--- src/rtl/core/weighted_cross_covariance_accumulator_unit_macros.svh ---
// assertion macros for the weighted cross-covariance accumulator
// included by rtl files that carry concurrent checks, no other dependencies
`ifndef WEIGHTED_CROSS_COVARIANCE_ACCUMULATOR_UNIT_MACROS_SVH
`define WEIGHTED_CROSS_COVARIANCE_ACCUMULATOR_UNIT_MACROS_SVH

`ifndef SYNTHESIS

// same-cycle implication, checked out of reset
`define WCCA_ASSERT_IMP(lbl, clk, rst_n, ante, cons) \
    lbl: assert property (@(posedge clk) disable iff (!(rst_n)) (ante) |-> (cons)) \
        else $error("assertion failed: same-cycle implication");

// next-cycle implication, checked out of reset
`define WCCA_ASSERT_NXT(lbl, clk, rst_n, ante, cons) \
    lbl: assert property (@(posedge clk) disable iff (!(rst_n)) (ante) |=> (cons)) \
        else $error("assertion failed: next-cycle implication");

`else

`define WCCA_ASSERT_IMP(lbl, clk, rst_n, ante, cons)
`define WCCA_ASSERT_NXT(lbl, clk, rst_n, ante, cons)

`endif

`endif

--- src/rtl/core/wcca_pkg.sv ---
// shared widths and constants for the weighted cross-covariance accumulator
// no dependencies
package wcca_pkg;

    localparam int WEIGHT_W  = 16;
    localparam int COORD_W   = 20;
    localparam int ACC_W     = 64;
    localparam int IDX_W     = 4;
    localparam int NUM_SUMS  = 16;

    // shared multiplier operands and product
    localparam int MUL_A_W   = 40;
    localparam int MUL_B_W   = 21;
    localparam int MUL_P_W   = MUL_A_W + MUL_B_W;

    // product terms drop this many fraction bits with round half up
    localparam int PROD_SHIFT = 15;

    localparam int S_TDATA_W = 136;
    localparam int M_TDATA_W = 72;

    localparam logic [IDX_W-1:0] IDX_WEIGHT   = 4'd0;
    localparam logic [IDX_W-1:0] IDX_LAST_LIN = 4'd6;
    localparam logic [IDX_W-1:0] IDX_LAST     = 4'd15;

endpackage

--- src/rtl/core/wcca_mul.sv ---
// shared signed multiplier with registered product
// depends on wcca_pkg
module wcca_mul (
    input  logic                                 aclk,
    input  logic signed [wcca_pkg::MUL_A_W-1:0]  op_a,
    input  logic signed [wcca_pkg::MUL_B_W-1:0]  op_b,
    output logic signed [wcca_pkg::MUL_P_W-1:0]  prod
);

    logic signed [wcca_pkg::MUL_P_W-1:0] prod_reg;

    always_ff @(posedge aclk) begin
        prod_reg <= op_a * op_b;
    end

    assign prod = prod_reg;

endmodule

--- src/rtl/core/weighted_cross_covariance_accumulator_unit.sv ---
// sequencing: a zero-weight word is skipped; any other word adds its weight into sum 0, then
// each linear sum passes MULB and ACC and each cross product MULA, MULB and ACC, all on one
// shared multiplier; a new word is taken only when idle, and a last word starts the emission
// emission: 16 result words, one per cycle while m_tready is high, sums cleared as sent
// reset: aresetn synchronous active low, clears sequencer and all sixteen sums
// depends on wcca_pkg, wcca_mul and the assertion macro header
`include "weighted_cross_covariance_accumulator_unit_macros.svh"

module weighted_cross_covariance_accumulator_unit (
    input  logic                               aclk,
    input  logic                               aresetn,
    // input words
    input  logic                               s_tvalid,
    output logic                               s_tready,
    // weight, src_x, src_y, src_z, dst_x, dst_y, dst_z
    input  logic [wcca_pkg::S_TDATA_W-1:0]     s_tdata,
    input  logic                               s_tlast,    // last_point
    // result words
    output logic                               m_tvalid,
    input  logic                               m_tready,
    // sum_index, sum_value, zero pad
    output logic [wcca_pkg::M_TDATA_W-1:0]     m_tdata,
    output logic                               m_tlast     // last_sum
);

    // one-hot sequencer states
    typedef enum logic [4:0] {
        ST_IDLE = 5'b00001,   // waiting for a word
        ST_MULA = 5'b00010,   // src * dst into the multiplier
        ST_MULB = 5'b00100,   // value * weight into the multiplier
        ST_ACC  = 5'b01000,   // saturating add into the current sum
        ST_EMIT = 5'b10000    // sending the sixteen sums
    } state_t;

    state_t state_reg, state_next;
    logic [wcca_pkg::IDX_W-1:0] idx_reg, idx_next;

    // captured word
    logic [wcca_pkg::WEIGHT_W-1:0]       weight_reg;
    logic signed [wcca_pkg::COORD_W-1:0] src_reg [3];
    logic signed [wcca_pkg::COORD_W-1:0] dst_reg [3];
    logic                                last_reg;

    // the sixteen sums
    logic signed [wcca_pkg::ACC_W-1:0] acc_reg [wcca_pkg::NUM_SUMS];

    // input field split
    logic [wcca_pkg::WEIGHT_W-1:0] s_weight;
    logic                          s_accept;

    assign s_weight = s_tdata[15:0];
    assign s_accept = s_tvalid && s_tready;

    always_ff @(posedge aclk) begin
        if (s_accept) begin
            weight_reg <= s_weight;
            src_reg[0] <= s_tdata[35:16];
            src_reg[1] <= s_tdata[55:36];
            src_reg[2] <= s_tdata[75:56];
            dst_reg[0] <= s_tdata[95:76];
            dst_reg[1] <= s_tdata[115:96];
            dst_reg[2] <= s_tdata[135:116];
            last_reg   <= s_tlast;
        end
    end

    // operand select for the current sum
    logic signed [wcca_pkg::COORD_W-1:0] lin_coord;   // linear sums 1..6
    logic signed [wcca_pkg::COORD_W-1:0] prod_src;    // cross products, row
    logic signed [wcca_pkg::COORD_W-1:0] prod_dst;    // cross products, column

    always_comb begin
        case (idx_reg)
            4'd1:    lin_coord = src_reg[0];
            4'd2:    lin_coord = src_reg[1];
            4'd3:    lin_coord = src_reg[2];
            4'd4:    lin_coord = dst_reg[0];
            4'd5:    lin_coord = dst_reg[1];
            4'd6:    lin_coord = dst_reg[2];
            default: lin_coord = src_reg[0];
        endcase
        case (idx_reg)
            4'd10, 4'd11, 4'd12: prod_src = src_reg[1];
            4'd13, 4'd14, 4'd15: prod_src = src_reg[2];
            default:             prod_src = src_reg[0];
        endcase
        case (idx_reg)
            4'd8, 4'd11, 4'd14: prod_dst = dst_reg[1];
            4'd9, 4'd12, 4'd15: prod_dst = dst_reg[2];
            default:            prod_dst = dst_reg[0];
        endcase
    end

    // shared multiplier: first pass src*dst, second pass times weight
    logic signed [wcca_pkg::MUL_A_W-1:0] mul_a;
    logic signed [wcca_pkg::MUL_B_W-1:0] mul_b;
    logic signed [wcca_pkg::MUL_P_W-1:0] mul_p;
    logic                                is_prod;

    assign is_prod = (idx_reg > wcca_pkg::IDX_LAST_LIN);

    always_comb begin
        if (state_reg == ST_MULA) begin
            mul_a = {{(wcca_pkg::MUL_A_W-wcca_pkg::COORD_W){prod_src[wcca_pkg::COORD_W-1]}},
                     prod_src};
            mul_b = {{(wcca_pkg::MUL_B_W-wcca_pkg::COORD_W){prod_dst[wcca_pkg::COORD_W-1]}},
                     prod_dst};
        end else begin
            // src*dst fits in the low operand bits
            mul_a = is_prod ? mul_p[wcca_pkg::MUL_A_W-1:0]
                  : {{(wcca_pkg::MUL_A_W-wcca_pkg::COORD_W){lin_coord[wcca_pkg::COORD_W-1]}},
                     lin_coord};
            mul_b = {{(wcca_pkg::MUL_B_W-wcca_pkg::WEIGHT_W){1'b0}}, weight_reg};
        end
    end

    wcca_mul u_mul (
        .aclk (aclk),
        .op_a (mul_a),
        .op_b (mul_b),
        .prod (mul_p)
    );

    // term for the current sum; product rounding is floor plus bit 14 as carry in
    logic signed [wcca_pkg::ACC_W-1:0] term;
    logic                              term_cin;

    always_comb begin
        if (idx_reg == wcca_pkg::IDX_WEIGHT) begin
            term     = {{(wcca_pkg::ACC_W-wcca_pkg::WEIGHT_W){1'b0}}, weight_reg};
            term_cin = 1'b0;
        end else if (!is_prod) begin
            term     = {{(wcca_pkg::ACC_W-wcca_pkg::MUL_P_W){mul_p[wcca_pkg::MUL_P_W-1]}},
                        mul_p};
            term_cin = 1'b0;
        end else begin
            term     = {{(wcca_pkg::ACC_W-wcca_pkg::MUL_P_W+wcca_pkg::PROD_SHIFT)
                         {mul_p[wcca_pkg::MUL_P_W-1]}},
                        mul_p[wcca_pkg::MUL_P_W-1:wcca_pkg::PROD_SHIFT]};
            term_cin = mul_p[wcca_pkg::PROD_SHIFT-1];
        end
    end

    // saturating add on 65 bits
    logic signed [wcca_pkg::ACC_W-1:0] acc_cur;
    logic [wcca_pkg::ACC_W:0]          sum_wide;
    logic [wcca_pkg::ACC_W-1:0]        sum_sat;

    assign acc_cur  = acc_reg[idx_reg];
    assign sum_wide = {acc_cur[wcca_pkg::ACC_W-1], acc_cur}
                    + {term[wcca_pkg::ACC_W-1], term}
                    + {{wcca_pkg::ACC_W{1'b0}}, term_cin};

    always_comb begin
        if (sum_wide[wcca_pkg::ACC_W] != sum_wide[wcca_pkg::ACC_W-1]) begin
            // overflow: clamp toward the sign of the exact sum
            sum_sat = sum_wide[wcca_pkg::ACC_W] ? {1'b1, {(wcca_pkg::ACC_W-1){1'b0}}}
                                                : {1'b0, {(wcca_pkg::ACC_W-1){1'b1}}};
        end else begin
            sum_sat = sum_wide[wcca_pkg::ACC_W-1:0];
        end
    end

    // sum write: update in ACC, clear as each sum is sent
    logic                              acc_we;
    logic signed [wcca_pkg::ACC_W-1:0] acc_wdata;

    assign acc_we    = (state_reg == ST_ACC) || ((state_reg == ST_EMIT) && m_tready);
    assign acc_wdata = (state_reg == ST_EMIT) ? '0 : sum_sat;

    // sequencer
    always_comb begin
        state_next = state_reg;
        idx_next   = idx_reg;
        case (state_reg)
            ST_IDLE: begin
                if (s_tvalid) begin
                    idx_next = wcca_pkg::IDX_WEIGHT;
                    if (s_weight == '0) begin
                        // zero weight skips the pair
                        state_next = s_tlast ? ST_EMIT : ST_IDLE;
                    end else begin
                        state_next = ST_ACC;
                    end
                end
            end
            ST_MULA: begin
                state_next = ST_MULB;
            end
            ST_MULB: begin
                state_next = ST_ACC;
            end
            ST_ACC: begin
                if (idx_reg == wcca_pkg::IDX_LAST) begin
                    idx_next   = wcca_pkg::IDX_WEIGHT;
                    state_next = last_reg ? ST_EMIT : ST_IDLE;
                end else begin
                    idx_next   = idx_reg + 4'd1;
                    state_next = (idx_reg >= wcca_pkg::IDX_LAST_LIN) ? ST_MULA : ST_MULB;
                end
            end
            ST_EMIT: begin
                if (m_tready) begin
                    if (idx_reg == wcca_pkg::IDX_LAST) begin
                        idx_next   = wcca_pkg::IDX_WEIGHT;
                        state_next = ST_IDLE;
                    end else begin
                        idx_next = idx_reg + 4'd1;
                    end
                end
            end
            default: begin
                state_next = ST_IDLE;
                idx_next   = wcca_pkg::IDX_WEIGHT;
            end
        endcase
    end

    always_ff @(posedge aclk) begin
        if (!aresetn) begin
            state_reg <= ST_IDLE;
            idx_reg   <= wcca_pkg::IDX_WEIGHT;
            for (int k = 0; k < wcca_pkg::NUM_SUMS; k++) begin
                acc_reg[k] <= '0;
            end
        end else begin
            state_reg <= state_next;
            idx_reg   <= idx_next;
            if (acc_we) begin
                acc_reg[idx_reg] <= acc_wdata;
            end
        end
    end

    // ports
    assign s_tready = (state_reg == ST_IDLE);
    assign m_tvalid = (state_reg == ST_EMIT);
    assign m_tdata  = {{(wcca_pkg::M_TDATA_W-wcca_pkg::ACC_W-wcca_pkg::IDX_W){1'b0}},
                       acc_cur, idx_reg};
    assign m_tlast  = (idx_reg == wcca_pkg::IDX_LAST);

    // checks
    `WCCA_ASSERT_IMP(a_no_accept_while_sending, aclk, aresetn, s_tready, !m_tvalid)
    `WCCA_ASSERT_NXT(a_cleared_after_emit, aclk, aresetn, m_tvalid && m_tready && m_tlast, (acc_reg[wcca_pkg::IDX_LAST] == '0) && s_tready)
    `WCCA_ASSERT_NXT(a_acc_steps_index, aclk, aresetn, (state_reg == ST_ACC) && (idx_reg != wcca_pkg::IDX_LAST), idx_reg == ($past(idx_reg) + 4'd1))
    `WCCA_ASSERT_NXT(a_zero_weight_skips, aclk, aresetn, s_accept && (s_weight == '0) && !s_tlast, s_tready)

endmodule

--- config.mk ---
export PLATFORM = sky130hd
export DESIGN_NAME = weighted_cross_covariance_accumulator_unit
export DESIGN_NICKNAME = d
export VERILOG_FILES = /design/src/rtl/core/wcca_pkg.sv /design/src/rtl/core/wcca_mul.sv /design/src/rtl/core/weighted_cross_covariance_accumulator_unit.sv
export VERILOG_INCLUDE_DIRS = /design/src /design/src/rtl/core
export SDC_FILE = /design/constraint.sdc
export NUM_CORES = 2
export LEC_CHECK = 0
export ABC_AREA = 1
export BUFFER_PORTS_ARGS = -buffer_cell sky130_fd_sc_hd__buf_2
export CORE_MARGIN = 1
export CORE_UTILIZATION = 32
export DETAILED_ROUTE_END_ITERATION = 10
export PLACE_DENSITY = 0.47
export SLEW_MARGIN = 20
export SYNTH_ARGS = -nofsm -noshare
export SYNTH_HDL_FRONTEND = slang
export SYNTH_SLANG_ARGS = --single-unit
export TNS_END_PERCENT = 20
--- constraint.sdc ---
create_clock -name aclk -period 21 [get_ports aclk]
set_clock_uncertainty 0.2 [all_clocks]
set_input_delay 3.15 -clock aclk [delete_from_list [all_inputs] [get_ports aclk]]
set_output_delay 3.15 -clock aclk [all_outputs]
set_load 0.005 [all_outputs]
==> impl_metrics.toml <==
[clock_network]
tritoncts.num_buffers = 157
clock_tree.buffer_depth = 4
clock_latency_at_the_later_pin_of_the_worst_skew_pair_ps = 850
cts.htree.levels = 4
cts.repair_timing.setup_buffer_count = 0
clock_sink_count = 1235
cts_tree = "done"
cts.clk_slew.worst_paths_ps = 60
cts-resized-gates = 0
cts_root_buf = "clkbuf_16"
hold_buffers = 0

[global_route]
grt_pass1_vias = 70500
gr-total-overflow = 0
grt_start_max_net_pins = 176
grt_pass1_wl_um = 502000
grt_util_overall = 0.243
grt_antenna_before_repair = 14

[timing]
fin_crit_sh = 0.523
timing.setup.tns_ps = 0
finalCriticalPeriod_ps = 10980
worst_slew_margin_rel = 0.265
report.final.setup_viol = 0
setup_repair_after_global_routing_missed_its_margin = "no"
max_freq_mhz = 91.1
slew_of_the_pin_with_the_lowest_slew_margin_ps = 1100
final-hold-violation-count = 0
final_max_slew_viol_count = 0
final.setup.worst_slack_ps = 10020

[final_layout]
post_route_cells_drive_above_1_share = 0.0820
syn2layout_area_growth_pct = 10.5
largest_register_ffs = 1024
finalNetCount = 10800
nFillCells = 28600

[setup_path]
worst_path_max_delay_cell = "a21boi_0"
end_kind = "flop"
cp_slowest_stage_delay_ps = 900
critical_path_required_ps = 21500
crit_buf_inv = 7
path_max_fanout = 22
critPathArrivalTime_ps = 11480
cp_common_cell = "nand2_1"
path_class = "reg -> reg"
critical-path-top-delay-family = "compound AO/OA/AOI/OAI gates"
setup.worst_path.start_class = "flop"

[route]
routed-via-count = 69000
drt-wirelength-per-cell_um = 25.8
firstDrtPassIters = 8
via_per_instance_ratio = 5.11
route.final.wire_length_um = 348000
count_of_nets_left_with_antenna_violations_after_detail_routing = 0
drc = 0
drt_iter0_markers = 6316

[floorplan]
start_util = 0.322
io_pins = 216
total_die_area_um2 = 284000
floorplan.rows = 194
die_w_um = 533
core_um2 = 280000
floorplan.die.height_um = 533

[placed_design]
place.detailed.hpwl_um = 243000
port-buffer-count = 211
pre_cts_slack_ps = 10270
routabilityCongestion = 0.960

[synthesis]
yosysWarningCount = 0
ys.flop_type = "edfxtp_1"
synth_sequential_area_ratio = 0.404
yosys_register_bits = 1235
synth-async-reset-ratio = 0
area_of_the_mapped_netlist_um2 = 90100
yosys.cell_types.count = 59
synth_area_per_cell_um2 = 9.28
number_of_enable_flip_flop_cells_after_synthesis = 1161
postSynthCellCount = 9708

[run]
cap_viol_max_count = 0

[status]
outcome = "finished clean"

[min_path]
worstHoldPathType = "reg -> reg"
==> worst register-to-register path, delay by kind of cell, from the launching register on <==
kind	cells	cell delay (ps)
simple gates	10	2380
fa+ha+maj	8	2880
compound gates	7	3190
buf+inv	7	1690
flops	1	550
==> area by class of cell <==
cell class	instances	area (um2)	share of cell area
clock buffers	196	4170	0.0419
diodes	16	40.0	0.000402
inverters	1751	6590	0.0662
multi-input cells	6194	45200	0.455
flip-flops and latches	1235	36400	0.365
well taps	3724	4660	0.0468
clock inverters	61	577	0.00580
repair buffers	316	1880	0.0189
==> synth_stat cells, drive strengths merged, types with 25 or more instances <==
cell / instances / share of area
inv: 1726 / 0.072
nor2: 1635 / 0.072
nand2: 1432 / 0.064
edfxtp: 1161 / 0.39
fa: 822 / 0.18
o21ai: 449 / 0.025
a21oi: 438 / 0.024
clkbuf: 353 / 0.015
o211ai: 290 / 0.024
nand3: 268 / 0.015
mux2i: 256 / 0.028
ha: 216 / 0.030
buf: 178 / 0.011
dfxtp: 74 / 0.016
xnor2: 55 / 0.0053
xor2: 40 / 0.0039
nand4: 36 / 0.0025
nor3: 32 / 0.0019
a31oi: 31 / 0.0024
o21bai: 31 / 0.0026
clkinv: 25 / 0.0010
nor4: 25 / 0.0018
==> metrics by stage <==
stage	hold slack (ps)	cell area (um2)	utilization	instances
detailed placement	357	94700	0.339	13200
global route	402	99500	0.356	13500
floorplan	340	90100	-	9711
CTS	371	99500	0.356	13500
global placement	356	94700	0.339	13200
finish	375	99500	0.356	13500
==> placed cells by master (no fill, tap or decap), types with 15 or more instances in the layout <==
master / n
diode_2: 16
xor2_1: 40
clkinv_1: 48
nor2_2: 133
inv_1: 1702
inv_2: 21
a31oi_1: 23
a21oi_1: 437
clkinv_2: 16
dfxtp_1: 70
o211ai_1: 290
ha_1: 216
buf_4: 102
xnor2_1: 55
clkbuf_1: 33
nand4_1: 36
nor2_1: 1500
nand3_1: 263
nor4_1: 24
nand2_4: 82
a21o_1: 19
nand3b_1: 15
fa_1: 822
buf_2: 211
clkbuf_16: 160
nand2_1: 1340
o21ai_0: 447
o21bai_1: 31
mux2i_1: 256
edfxtp_1: 1161
nor3_1: 29
==> logic make-up (layout without fill, tap and decap cells) <==
logic type      after synthesis  in the layout  share of synthesized area
simple gates               3457           3457                      0.160
buf+inv                    2282           2324                     0.0988
compound gates             1344           1344                     0.0878
flops                      1235           1235                      0.404
fa+ha+maj                  1038           1038                      0.213
mux                         256            256                     0.0284
xor+xnor                     95             95                    0.00924
other cells                   1             20                  0.0000416
==> per-layer routing <==
| metal | GRT usage | wire length [um] |
|---|---|---|
| met5 | 0 | 13 |
| met2 | 0.411 | 167000 |
| met4 | 0.101 | 15600 |
| met3 | 0.0365 | 22500 |
| met1 | 0.310 | 143000 |
==> final timing paths <==
path / start / endpoint / slack, ps / cells past startpoint
worst min register to register: idx_reg[0] / flop / 370 / 2
worst max register to register: idx_reg[2] / u_mul.prod[57] / 10020 / 32
worst min-delay path: idx_reg[0] / flop / 370 / 2
worst max-delay path: idx_reg[2] / u_mul.prod[57] / 10020 / 32
Power is not shown: default switching activity piles up to over one toggle a cycle in this logic, so the estimate is an artifact.
